`src/rtl/lghm_pkg.sv`:
```
package lghm_pkg;

  localparam int ADDR_W     = 48;
  localparam int GID_W      = 8;
  localparam int CFG_W      = 8;
  localparam int APB_DATA_W = 32;
  localparam int APB_ADDR_W = 3;

  typedef enum logic [1:0] {
    CMD_DEVICE = 2'd0,
    CMD_GROUP  = 2'd1,
    CMD_REMOVE = 2'd2
  } cmd_e;

  typedef enum logic [1:0] {
    ADV_NONE       = 2'd0,
    ADV_DISABLE    = 2'd1,
    ADV_CONSIDER   = 2'd2,
    ADV_INACTIVATE = 2'd3
  } adv_e;

  // Group event types
  localparam logic [1:0] STAT_SUCCESS      = 2'd0;
  localparam logic [1:0] STAT_CTX_MISS     = 2'd3;
  // Device event types that mean an invalid record
  localparam logic [1:0] STAT_INVALID_DB   = 2'd1;
  localparam logic [1:0] STAT_INVALID_CSIS = 2'd2;

  // Register index, taken from paddr[2]
  localparam logic REG_FAIL_LIMIT  = 1'b0;
  localparam logic REG_DISABLE_PCT = 1'b1;

  localparam logic [CFG_W-1:0] FAIL_LIMIT_RST  = 8'd3;
  localparam logic [CFG_W-1:0] DISABLE_PCT_RST = 8'd70;
  localparam logic [CFG_W-1:0] PERCENT_SCALE   = 8'd100;

  typedef struct packed {
    logic [1:0]        cmd;
    logic [ADDR_W-1:0] device_address;
    logic [GID_W-1:0]  group_num;
    logic              group_known;
    logic [1:0]        stat_type;
    logic              has_front_device;
  } in_t;

  typedef struct packed {
    logic              notify;
    logic              for_group;
    logic [ADDR_W-1:0] report_address;
    logic [GID_W-1:0]  report_group;
    logic [1:0]        recommendation;
    logic              status;
  } out_t;

  typedef struct packed {
    logic [CFG_W-1:0] fail_limit;
    logic [CFG_W-1:0] disable_percent;
  } cfg_t;

  typedef enum logic [2:0] {
    S_IDLE,
    S_SCAN,
    S_DRAIN,
    S_UPDATE,
    S_MUL,
    S_COMMIT,
    S_RESULT
  } state_e;

  typedef struct packed {
    logic load;
    logic scan;
    logic update;
    logic mul;
    logic commit;
    logic push;
  } ctrl_cmd_t;

  typedef struct packed {
    logic scan_last;
    logic out_free;
  } dp_status_t;

endpackage

```
`src/rtl/link_group_health_monitor_unit.sv`:
```
// An accepted transaction passes through the scan, drain, update, multiply, commit and result
// states; no new transaction is taken until its result is pushed. The key scan reads one entry
// of each table RAM per cycle, over max(GROUP_ENTRIES, DEVICE_ENTRIES) entries.
// A finished result waits in the output register while the next transaction is taken.
// Reset clears all occupancy bits and loads fail_limit = 3, disable_percent = 70;
// table RAM contents are not cleared and no clearing pass runs.
module link_group_health_monitor_unit
  import lghm_pkg::*;
#(
  parameter int GROUP_ENTRIES  = 8,
  parameter int DEVICE_ENTRIES = 16,
  parameter int COUNT_BITS     = 16
) (
  input  logic                  clk_i,
  input  logic                  rst_ni,
  input  logic                  in_valid_i,
  output logic                  in_stall_o,
  input  in_t                   in_data_i,
  output logic                  out_valid_o,
  input  logic                  out_stall_i,
  output out_t                  out_data_o,
  input  logic                  psel,
  input  logic                  penable,
  input  logic                  pwrite,
  input  logic [APB_ADDR_W-1:0] paddr,
  input  logic [APB_DATA_W-1:0] pwdata,
  output logic [APB_DATA_W-1:0] prdata,
  output logic                  pready
);

  cfg_t       cfg;
  ctrl_cmd_t  ctrl_cmd;
  dp_status_t dp_status;

  lghm_regs u_regs (
    .clk_i     (clk_i),
    .rst_ni    (rst_ni),
    .psel_i    (psel),
    .penable_i (penable),
    .pwrite_i  (pwrite),
    .paddr_i   (paddr),
    .pwdata_i  (pwdata),
    .prdata_o  (prdata),
    .pready_o  (pready),
    .cfg_o     (cfg)
  );

  lghm_ctrl u_ctrl (
    .clk_i      (clk_i),
    .rst_ni     (rst_ni),
    .in_valid_i (in_valid_i),
    .in_stall_o (in_stall_o),
    .status_i   (dp_status),
    .cmd_o      (ctrl_cmd)
  );

  lghm_dp #(
    .GROUP_ENTRIES  (GROUP_ENTRIES),
    .DEVICE_ENTRIES (DEVICE_ENTRIES),
    .COUNT_BITS     (COUNT_BITS)
  ) u_dp (
    .clk_i       (clk_i),
    .rst_ni      (rst_ni),
    .in_data_i   (in_data_i),
    .cfg_i       (cfg),
    .cmd_i       (ctrl_cmd),
    .status_o    (dp_status),
    .out_valid_o (out_valid_o),
    .out_data_o  (out_data_o),
    .out_stall_i (out_stall_i)
  );

endmodule

```
`src/rtl/lghm_ram.sv`:
```
module lghm_ram #(
  parameter int WIDTH = 8,
  parameter int DEPTH = 8
) (
  input  logic                                      clk_i,
  input  logic                                      we_i,
  input  logic [((DEPTH > 1) ? $clog2(DEPTH) : 1)-1:0] waddr_i,
  input  logic [WIDTH-1:0]                          wdata_i,
  input  logic                                      re_i,
  input  logic [((DEPTH > 1) ? $clog2(DEPTH) : 1)-1:0] raddr_i,
  output logic [WIDTH-1:0]                          rdata_o
);

  logic [WIDTH-1:0] mem_q [DEPTH];
  logic [WIDTH-1:0] rdata_q;

  always_ff @(posedge clk_i) begin
    if (we_i) begin
      mem_q[waddr_i] <= wdata_i;
    end
    if (re_i) begin
      rdata_q <= mem_q[raddr_i];
    end
  end

  assign rdata_o = rdata_q;

endmodule

```
`src/rtl/lghm_regs.sv`:
```
module lghm_regs
  import lghm_pkg::*;
(
  input  logic                  clk_i,
  input  logic                  rst_ni,
  input  logic                  psel_i,
  input  logic                  penable_i,
  input  logic                  pwrite_i,
  input  logic [APB_ADDR_W-1:0] paddr_i,
  input  logic [APB_DATA_W-1:0] pwdata_i,
  output logic [APB_DATA_W-1:0] prdata_o,
  output logic                  pready_o,
  output cfg_t                  cfg_o
);

  cfg_t cfg_q, cfg_d;
  logic wr_en;

  // Byte offset bits are ignored: register index sits in paddr[2]
  assign wr_en = psel_i && penable_i && pwrite_i;

  always_comb begin
    cfg_d = cfg_q;
    if (wr_en) begin
      unique case (paddr_i[2])
        REG_FAIL_LIMIT:  cfg_d.fail_limit      = pwdata_i[CFG_W-1:0];
        REG_DISABLE_PCT: cfg_d.disable_percent = pwdata_i[CFG_W-1:0];
        default:         cfg_d = cfg_q;
      endcase
    end
  end

  always_ff @(posedge clk_i or negedge rst_ni) begin
    if (!rst_ni) begin
      cfg_q.fail_limit      <= FAIL_LIMIT_RST;
      cfg_q.disable_percent <= DISABLE_PCT_RST;
    end else begin
      cfg_q <= cfg_d;
    end
  end

  always_comb begin
    unique case (paddr_i[2])
      REG_FAIL_LIMIT:  prdata_o = APB_DATA_W'(cfg_q.fail_limit);
      REG_DISABLE_PCT: prdata_o = APB_DATA_W'(cfg_q.disable_percent);
      default:         prdata_o = '0;
    endcase
  end

  assign pready_o = 1'b1;
  assign cfg_o    = cfg_q;

endmodule

```
`src/rtl/lghm_ctrl.sv`:
```
module lghm_ctrl
  import lghm_pkg::*;
(
  input  logic       clk_i,
  input  logic       rst_ni,
  input  logic       in_valid_i,
  output logic       in_stall_o,
  input  dp_status_t status_i,
  output ctrl_cmd_t  cmd_o
);

  state_e state_q, state_d;

  always_comb begin
    state_d = state_q;
    unique case (state_q)
      S_IDLE: begin
        if (in_valid_i) begin
          state_d = S_SCAN;
        end
      end
      S_SCAN: begin
        if (status_i.scan_last) begin
          state_d = S_DRAIN;
        end
      end
      S_DRAIN:  state_d = S_UPDATE;
      S_UPDATE: state_d = S_MUL;
      S_MUL:    state_d = S_COMMIT;
      S_COMMIT: state_d = S_RESULT;
      S_RESULT: begin
        if (status_i.out_free) begin
          state_d = S_IDLE;
        end
      end
      default: state_d = S_IDLE;
    endcase
  end

  always_comb begin
    cmd_o      = '0;
    in_stall_o = 1'b1;
    unique case (state_q)
      S_IDLE: begin
        in_stall_o = 1'b0;
        cmd_o.load = in_valid_i;
      end
      S_SCAN:   cmd_o.scan   = 1'b1;
      S_DRAIN:  cmd_o        = '0;
      S_UPDATE: cmd_o.update = 1'b1;
      S_MUL:    cmd_o.mul    = 1'b1;
      S_COMMIT: cmd_o.commit = 1'b1;
      S_RESULT: cmd_o.push   = status_i.out_free;
      default:  cmd_o        = '0;
    endcase
  end

  always_ff @(posedge clk_i or negedge rst_ni) begin
    if (!rst_ni) begin
      state_q <= S_IDLE;
    end else begin
      state_q <= state_d;
    end
  end

`ifndef NO_ASSERTIONS
  a_accept_starts_scan: assert property (@(posedge clk_i) disable iff (!rst_ni)
    (in_valid_i && !in_stall_o) |=> (state_q == S_SCAN))
    else $error("accepted transaction did not start a table scan");

  a_scan_holds: assert property (@(posedge clk_i) disable iff (!rst_ni)
    (state_q == S_SCAN && !status_i.scan_last) |=> (state_q == S_SCAN))
    else $error("table scan left before the last entry");
`endif

endmodule

```
`src/rtl/lghm_dp.sv`:
```
module lghm_dp
  import lghm_pkg::*;
#(
  parameter int GROUP_ENTRIES  = 8,
  parameter int DEVICE_ENTRIES = 16,
  parameter int COUNT_BITS     = 16
) (
  input  logic       clk_i,
  input  logic       rst_ni,
  input  in_t        in_data_i,
  input  cfg_t       cfg_i,
  input  ctrl_cmd_t  cmd_i,
  output dp_status_t status_o,
  output logic       out_valid_o,
  output out_t       out_data_o,
  input  logic       out_stall_i
);

  localparam int SCAN_N = (GROUP_ENTRIES > DEVICE_ENTRIES) ? GROUP_ENTRIES : DEVICE_ENTRIES;
  localparam int IDX_W  = (SCAN_N > 1) ? $clog2(SCAN_N) : 1;
  localparam int GI_W   = (GROUP_ENTRIES > 1) ? $clog2(GROUP_ENTRIES) : 1;
  localparam int DI_W   = (DEVICE_ENTRIES > 1) ? $clog2(DEVICE_ENTRIES) : 1;
  localparam int CB     = COUNT_BITS;
  localparam int GW     = GID_W + 3 * CB + 2;
  localparam int DW     = ADDR_W + 2;
  localparam int CMP_W  = (CB > CFG_W) ? CB : CFG_W;
  localparam int PROD_W = CB + CFG_W;
  // Group word layout: key, success, failure, context miss, advice
  localparam int C_LO   = 2;
  localparam int F_LO   = CB + 2;
  localparam int S_LO   = 2 * CB + 2;
  localparam int K_LO   = 3 * CB + 2;

  function automatic logic [CB-1:0] sat_inc(input logic [CB-1:0] v);
    return (&v) ? v : v + CB'(1);
  endfunction

  in_t                 item_q;
  logic [IDX_W-1:0]    idx_q;
  logic                rd_vld_q;
  logic [IDX_W-1:0]    rd_idx_q;

  logic [GROUP_ENTRIES-1:0]  g_used_q;
  logic [DEVICE_ENTRIES-1:0] d_used_q;

  logic            g_hit_q, g_free_q, d_hit_q, d_free_q;
  logic [GI_W-1:0] g_hit_idx_q, g_free_idx_q;
  logic [DI_W-1:0] d_hit_idx_q, d_free_idx_q;
  logic [GW-1:0]   g_word_q;
  logic [1:0]      d_adv_q;

  logic [CB-1:0]     s_q, f_q, c_q;
  logic [1:0]        g_old_q, d_old_q;
  logic [PROD_W-1:0] prod_f_q, prod_s_q;
  logic              f_lim_q, c_lim_q;

  out_t res_q, res_d;
  out_t out_q;
  logic out_valid_q;
  logic out_free;

  logic [GW-1:0] g_rdata, g_wdata;
  logic [DW-1:0] d_rdata, d_wdata;
  logic          g_we, d_we;
  logic [GI_W-1:0] g_sel_idx;
  logic [DI_W-1:0] d_sel_idx;
  logic            g_full, d_full;

  // ---------------------------------------------------------------- scan
  logic g_in_range, d_in_range, g_used_rd, d_used_rd;
  logic g_key_hit, d_key_hit, g_free_rd, d_free_rd;

  assign g_in_range = {{(32-IDX_W){1'b0}}, rd_idx_q} < 32'(GROUP_ENTRIES);
  assign d_in_range = {{(32-IDX_W){1'b0}}, rd_idx_q} < 32'(DEVICE_ENTRIES);
  assign g_used_rd  = g_in_range ? g_used_q[rd_idx_q[GI_W-1:0]] : 1'b0;
  assign d_used_rd  = d_in_range ? d_used_q[rd_idx_q[DI_W-1:0]] : 1'b0;
  assign g_key_hit  = g_used_rd && (g_rdata[GW-1:K_LO] == item_q.group_num);
  assign d_key_hit  = d_used_rd && (d_rdata[DW-1:2] == item_q.device_address);
  assign g_free_rd  = g_in_range && !g_used_rd;
  assign d_free_rd  = d_in_range && !d_used_rd;

  always_ff @(posedge clk_i) begin
    if (cmd_i.load) begin
      item_q <= in_data_i;
    end
    if (rd_vld_q && g_key_hit) begin
      g_hit_idx_q <= rd_idx_q[GI_W-1:0];
      g_word_q    <= g_rdata;
    end
    if (rd_vld_q && g_free_rd && !g_free_q) begin
      g_free_idx_q <= rd_idx_q[GI_W-1:0];
    end
    if (rd_vld_q && d_key_hit) begin
      d_hit_idx_q <= rd_idx_q[DI_W-1:0];
      d_adv_q     <= d_rdata[1:0];
    end
    if (rd_vld_q && d_free_rd && !d_free_q) begin
      d_free_idx_q <= rd_idx_q[DI_W-1:0];
    end
    if (cmd_i.scan) begin
      rd_idx_q <= idx_q;
    end
  end

  always_ff @(posedge clk_i or negedge rst_ni) begin
    if (!rst_ni) begin
      idx_q    <= '0;
      rd_vld_q <= 1'b0;
      g_hit_q  <= 1'b0;
      g_free_q <= 1'b0;
      d_hit_q  <= 1'b0;
      d_free_q <= 1'b0;
    end else begin
      rd_vld_q <= cmd_i.scan;
      if (cmd_i.load) begin
        idx_q    <= '0;
        g_hit_q  <= 1'b0;
        g_free_q <= 1'b0;
        d_hit_q  <= 1'b0;
        d_free_q <= 1'b0;
      end else begin
        if (cmd_i.scan) begin
          idx_q <= idx_q + IDX_W'(1);
        end
        if (rd_vld_q && g_key_hit) begin
          g_hit_q <= 1'b1;
        end
        if (rd_vld_q && g_free_rd) begin
          g_free_q <= 1'b1;
        end
        if (rd_vld_q && d_key_hit) begin
          d_hit_q <= 1'b1;
        end
        if (rd_vld_q && d_free_rd) begin
          d_free_q <= 1'b1;
        end
      end
    end
  end

  // -------------------------------------------------------------- update
  logic [CB-1:0] s_base, f_base, c_base, s_upd, f_upd, c_upd;

  assign g_sel_idx = g_hit_q ? g_hit_idx_q : g_free_idx_q;
  assign d_sel_idx = d_hit_q ? d_hit_idx_q : d_free_idx_q;
  assign g_full    = !g_hit_q && !g_free_q;
  assign d_full    = !d_hit_q && !d_free_q;

  // A fresh entry starts with zero counters and no advice
  assign s_base = g_hit_q ? g_word_q[S_LO +: CB] : '0;
  assign f_base = g_hit_q ? g_word_q[F_LO +: CB] : '0;
  assign c_base = g_hit_q ? g_word_q[C_LO +: CB] : '0;

  always_comb begin
    s_upd = s_base;
    f_upd = f_base;
    c_upd = c_base;
    if (item_q.has_front_device) begin
      case (item_q.stat_type)
        STAT_SUCCESS:  s_upd = sat_inc(s_base);
        STAT_CTX_MISS: c_upd = sat_inc(c_base);
        default:       f_upd = sat_inc(f_base);
      endcase
    end
  end

  always_ff @(posedge clk_i) begin
    if (cmd_i.update) begin
      s_q     <= s_upd;
      f_q     <= f_upd;
      c_q     <= c_upd;
      g_old_q <= g_hit_q ? g_word_q[1:0] : ADV_NONE;
      d_old_q <= d_hit_q ? d_adv_q : ADV_NONE;
    end
    // failures/successes >= percent/100, cross-multiplied
    if (cmd_i.mul) begin
      prod_f_q <= PROD_W'(f_q) * PROD_W'(PERCENT_SCALE);
      prod_s_q <= PROD_W'(s_q) * PROD_W'(cfg_i.disable_percent);
      f_lim_q  <= CMP_W'(f_q) >= CMP_W'(cfg_i.fail_limit);
      c_lim_q  <= CMP_W'(c_q) >= CMP_W'(cfg_i.fail_limit);
    end
  end

  // -------------------------------------------------------------- commit
  logic       skip_rules;
  logic [1:0] g_act, g_new_adv, d_act;
  logic [CB-1:0] c_new;

  assign skip_rules = !item_q.has_front_device ||
                      ((item_q.stat_type == STAT_SUCCESS) && (g_old_q == ADV_NONE));

  always_comb begin
    g_act = ADV_NONE;
    if (s_q == '0) begin
      if (f_lim_q) begin
        g_act = ADV_DISABLE;
      end else if (c_lim_q) begin
        g_act = ADV_INACTIVATE;
      end
    end else begin
      if (prod_f_q >= prod_s_q) begin
        g_act = ADV_CONSIDER;
      end else if (c_lim_q) begin
        g_act = ADV_INACTIVATE;
      end
    end
  end

  assign g_new_adv = skip_rules ? g_old_q : g_act;
  assign c_new     = (!skip_rules && (g_act == ADV_INACTIVATE)) ? '0 : c_q;
  assign d_act     = ((item_q.stat_type == STAT_INVALID_DB) ||
                      (item_q.stat_type == STAT_INVALID_CSIS)) ? ADV_DISABLE : ADV_NONE;

  assign g_we    = cmd_i.commit && (item_q.cmd == CMD_GROUP) && !g_full;
  assign d_we    = cmd_i.commit && (item_q.cmd == CMD_DEVICE) && !d_full;
  assign g_wdata = {item_q.group_num, s_q, f_q, c_new, g_new_adv};
  assign d_wdata = {item_q.device_address, d_act};

  always_comb begin
    res_d = '0;
    case (item_q.cmd)
      CMD_DEVICE: begin
        if (d_full) begin
          res_d.status = 1'b1;
        end else if (d_act != d_old_q) begin
          res_d.notify         = 1'b1;
          res_d.report_address = item_q.device_address;
          res_d.recommendation = d_act;
        end
      end
      CMD_GROUP: begin
        if (g_full) begin
          res_d.status = 1'b1;
        end else if (g_new_adv != g_old_q) begin
          res_d.notify         = 1'b1;
          res_d.for_group      = 1'b1;
          res_d.report_group   = item_q.group_num;
          res_d.recommendation = g_new_adv;
        end
      end
      default: res_d = '0;
    endcase
  end

  always_ff @(posedge clk_i) begin
    if (cmd_i.commit) begin
      res_q <= res_d;
    end
  end

  always_ff @(posedge clk_i or negedge rst_ni) begin
    if (!rst_ni) begin
      g_used_q <= '0;
      d_used_q <= '0;
    end else if (cmd_i.commit) begin
      if (g_we) begin
        g_used_q[g_sel_idx] <= 1'b1;
      end
      if (d_we) begin
        d_used_q[d_sel_idx] <= 1'b1;
      end
      if (item_q.cmd == CMD_REMOVE) begin
        if (d_hit_q) begin
          d_used_q[d_hit_idx_q] <= 1'b0;
        end
        if (item_q.group_known && g_hit_q) begin
          g_used_q[g_hit_idx_q] <= 1'b0;
        end
      end
    end
  end

  lghm_ram #(
    .WIDTH (GW),
    .DEPTH (GROUP_ENTRIES)
  ) u_group_ram (
    .clk_i   (clk_i),
    .we_i    (g_we),
    .waddr_i (g_sel_idx),
    .wdata_i (g_wdata),
    .re_i    (cmd_i.scan),
    .raddr_i (idx_q[GI_W-1:0]),
    .rdata_o (g_rdata)
  );

  lghm_ram #(
    .WIDTH (DW),
    .DEPTH (DEVICE_ENTRIES)
  ) u_device_ram (
    .clk_i   (clk_i),
    .we_i    (d_we),
    .waddr_i (d_sel_idx),
    .wdata_i (d_wdata),
    .re_i    (cmd_i.scan),
    .raddr_i (idx_q[DI_W-1:0]),
    .rdata_o (d_rdata)
  );

  // -------------------------------------------------------------- output
  assign out_free = !out_valid_q || !out_stall_i;
  assign status_o = '{scan_last: (idx_q == IDX_W'(SCAN_N - 1)), out_free: out_free};

  always_ff @(posedge clk_i) begin
    if (cmd_i.push) begin
      out_q <= res_q;
    end
  end

  always_ff @(posedge clk_i or negedge rst_ni) begin
    if (!rst_ni) begin
      out_valid_q <= 1'b0;
    end else if (cmd_i.push) begin
      out_valid_q <= 1'b1;
    end else if (!out_stall_i) begin
      out_valid_q <= 1'b0;
    end
  end

  assign out_valid_o = out_valid_q;
  assign out_data_o  = out_q;

`ifndef NO_ASSERTIONS
  a_used_only_on_commit: assert property (@(posedge clk_i) disable iff (!rst_ni)
    !cmd_i.commit |=> (g_used_q == $past(g_used_q)) && (d_used_q == $past(d_used_q)))
    else $error("table occupancy changed outside commit");

  a_full_never_notifies: assert property (@(posedge clk_i) disable iff (!rst_ni)
    out_valid_o |-> !(out_q.status && out_q.notify))
    else $error("dropped transaction reported a recommendation");

  a_push_into_free_slot: assert property (@(posedge clk_i) disable iff (!rst_ni)
    cmd_i.push |-> out_free)
    else $error("result loaded over an untaken result");
`endif

endmodule
```
`config.mk`:
```
export PLATFORM = sky130hd
export DESIGN_NAME = link_group_health_monitor_unit
export DESIGN_NICKNAME = d
export VERILOG_FILES = /design/src/rtl/lghm_pkg.sv /design/src/rtl/link_group_health_monitor_unit.sv /design/src/rtl/lghm_ram.sv /design/src/rtl/lghm_regs.sv /design/src/rtl/lghm_ctrl.sv /design/src/rtl/lghm_dp.sv
export SDC_FILE = /design/constraint.sdc
export NUM_CORES = 2
export LEC_CHECK = 0
export ABC_AREA = 0
export BUFFER_PORTS_ARGS = -buffer_cell sky130_fd_sc_hd__buf_2
export CAP_MARGIN = 10
export CELL_PAD_IN_SITES_DETAIL_PLACEMENT = 0
export CELL_PAD_IN_SITES_GLOBAL_PLACEMENT = 1
export CORE_ASPECT_RATIO = 0.5
export CORE_UTILIZATION = 42
export DETAILED_ROUTE_END_ITERATION = 6
export GPL_TIMING_DRIVEN = 1
export MAX_ROUTING_LAYER = met4
export PLACE_DENSITY_LB_ADDON = 0.1
export SLEW_MARGIN = 10
export SYNTH_ARGS = -nofsm -noshare
export SYNTH_HDL_FRONTEND = slang
export SYNTH_SLANG_ARGS = --single-unit
```
`constraint.sdc`:
```
create_clock -name clk_i -period 10 [get_ports clk_i]
set_input_delay 1 -clock clk_i [delete_from_list [all_inputs] [get_ports clk_i]]
set_output_delay 1 -clock clk_i [all_outputs]
set_load 0.005 [all_outputs]
```
==> summary.md <==
| Metric | Value |
|---|---|
| Status | completed |
| Met2 usage | 0.3224 |
| Tightest Pin Transition | 1.126 ns |
| Pleak | 0.02704 uW |
| Post-route ant nets | 0 |
| GRT Util Overall | 0.1986 |
| Total of warnings raised by yosys | 0 |
| CP Data Required Time | 10.53 ns |
| TritonCTS clock tree | done |
| GR Util met1 | 0.2707 |
| Post-synth EDFFs | 1706 |
| Final setup TNS | 0 ns |
| Yosys reg bits | 1759 |
| Die ar. | 174100 sq um |
| Starting Density | 0.4240 |
| Die height | 295.5 um |
| PortBufs | 148 |
| Critical path class | register to register |
| Post-synth top area cell | edfxtp_1 |
| Layout area overhead | 12.25% |
| CP Max Fanout | 18 |
| Synthesized area per cell | 19.71 sq um |
| Clock latency on the worst-skew pair | 0.81 ns |
| Fmax | 0.1826 GHz |
| Pwr dens | 282.0 nW/um^2 |
| Post-CTS resize count | 0 |
| Share of layout cells above drive strength 1 | 0.2291 |
| TritonCTS buffer count | 167 |
| Clk_skew | 0.06800 ns |
| Max-Cap Viols | 0 |
| Critical Path End Type | register |
| Post-Layout Inst Area | 81240 sq um |
| Drt pass-1 iters | 5 |
| Width of the die | 589.1 um |
| HPWL Detailed | 90.55 mm |
| Final setup fails | 0 |
| Nets | 4265 |
| Synth top area share | 0.7078 |
| Core area | 170700 sq um |
| Post-place instance area | 76110 sq um |
| Total clock sinks | 1759 |
| Vias in the first global route | 36081 |
| Sequential element share of the synthesized area | 0.7262 |
| Most common cell in the synthesized netlist | edfxtp_1 |
| Ys async rst share | 0.03013 |
| Pin count of the biggest net entering global routing | 117 |
| CTS root buffer | clkbuf_16 |
| Clock transition at path regs | 0.07 ns |
| Routed length per instance | 26.22 um |
| Commonest cells in the synthesized netlist | edfxtp_1 (1706), mux4_2 (368), and2_1 (202) |
| Final Wtd Congestion | 0.7671 |
| Max Transition Viols Final | 0 |
| Worst min path class | input pin to register |
| Fill count | 14312 |
| Synth Instances | 3673 |
| Routed wire length | 166.0 mm |
| Drc violations | 0 |
| Max_slew headroom | 0.2473 |
| Final hold violations | 0 |
| DR vias | 34211 |
| Top cells by area in the synthesized netlist | edfxtp_1 (71%), mux4_2 (11%), fa_1 (2.6%) |
| Crit path DAT | 6.00 ns |
| Gr busiest metal | met2 |
| Ys flop type | edfxtp_1 |
| Period utilisation layout | 0.5477 |
| Design Power | 22910 uW |
| Drt initial violations | 2585 |
| I/O Pins | 200 |
| Row count | 107 |
| Fin Hold WS | 0.3561 ns |
| Yosys cell types | 70 |
| Tmin final | 5.477 ns |
| CTS H-Tree Depth | 4 |
| FF-to-FF path depth | 16 |
| GR Util met3 | 0.02873 |
| Antenna violations before repair | 9 |
| # hold bufs at CTS | 0 |
| Vias/cell | 5.404 |
| Worst Hold Depth | 1 |
| RSZ-0062 raised after global routing | false |
| Post-CTS setup buffers | 0 |
| First-pass GRT wire length | 243.0 mm |
| Worst vdd ir | 271.4 uV |
| Mapped Area | 72380 sq um |
| Critical Path Start Type | register |
| Grt total ovfl | 0 |
| Clock Path Buffers | 4 |
area by class of cell:
cell class	count	area (sq um)	area share
Antenna cell	4	10.01	0.0001232
Clock buffer	216	4468	0.05500
Clock inverter	71	659.4	0.008116
Inverter	194	729.5	0.008979
Multi-Input combinational cell	1594	18740	0.2306
Sequential cell	1759	52580	0.6472
Tap cell	2289	2864	0.03525
Timing Repair Buffer	204	1199	0.01475
worst paths after layout:
path                       slack (ns)             from             endpoint
hold / removal                   0.36    in_data_i[33]     u_dp.d_wdata[23]
max in group asynchronous        8.88           rst_ni        u_dp.idx_q[0]
hold reg to reg                  0.41   u_dp.res_q[26]  u_dp.out_data_o[26]
setup reg to reg                 4.52  u_regs.cfg_o[4]    u_dp.prod_s_q[22]
min in group asynchronous        0.40           rst_ni     u_regs.cfg_o[15]
setup / recovery                 4.52  u_regs.cfg_o[4]    u_dp.prod_s_q[22]
critical path, cell delays in order, from the launching register on:
cell,delay [ns]
dfrtp_1,0.92
and2_1,0.26
fa_1,0.44
fa_1,0.50
fa_1,0.49
inv_1,0.05
fa_1,0.47
inv_1,0.04
ha_1,0.35
a21o_1,0.22
a22o_1,0.21
a31oi_1,0.25
nand4_1,0.21
and3_1,0.22
or3_1,0.35
a21oi_1,0.18
xnor2_1,0.08
metrics by stage:
step | util | worst slack (ns) | instances
6_report | 0.4760 | 4.523 | 6331
5_1_grt | 0.4759 | 4.193 | 6328
4_1_cts | 0.4759 | 4.472 | 6327
3_5_place_dp | 0.4459 | 4.484 | 6040
3_3_place_gp | 0.4459 | 4.477 | 6040
2_1_floorplan | - | 3.057 | 3696
layout by cell type (no fill, tap or decap), types with 53 or more instances in the layout:
cell type     n
nor2_1       56
ha_1        146
inv_1       193
nand2_1     103
edfxtp_1   1706
mux4_2      368
xnor2_1      94
and2_1      202
buf_2       148
clkbuf_16   171
fa_1         95
mux2_2       79
buf_4        53
report_power, final:
part	switching (uW)	internal (uW)	leakage, uW
Clock	2680	3460	0.00251
Sequential	692	9320	0.0162
Combinational	3640	3120	0.00836
Total	7010	15900	0.0270
flip-flops by register name (all words and copies together), names as in the netlist, 8 cells and up:
register                   count
u_dp.c_q                      16
u_dp.d_used_q                 16
u_dp.d_wdata                  48
u_dp.f_q                      16
u_dp.g_used_q                  8
u_dp.g_wdata                   8
u_dp.g_word_q                 50
u_dp.out_data_o               61
u_dp.prod_f_q                 21
u_dp.prod_s_q                 24
u_dp.res_q                    61
u_dp.s_q                      16
u_dp.u_device_ram.mem_q      784
u_dp.u_device_ram.rdata_o     49
u_dp.u_group_ram.mem_q       464
u_dp.u_group_ram.rdata_o      58
u_regs.cfg_o                  16
kinds of logic after synthesis:
logic type,after synthesis,share of synthesized area
xor gates and xnor gates,132,0.01597
DFF,1759,0.7262
adders and majority gates,241,0.05151
buffers and inverters,343,0.01945
and+or+nand+nor,571,0.04297
AOI/OAI and AO/OA,174,0.01644
other,2,0.0001038
muxes,451,0.1274
routing by layer:
metal  part of all wire  up-vias
met2               0.49      747
met3              0.042      199
li1                   -    14904
met5                  0        -
met4              0.016        0
met1               0.45    18361
(Power assumes the default switching activity.)
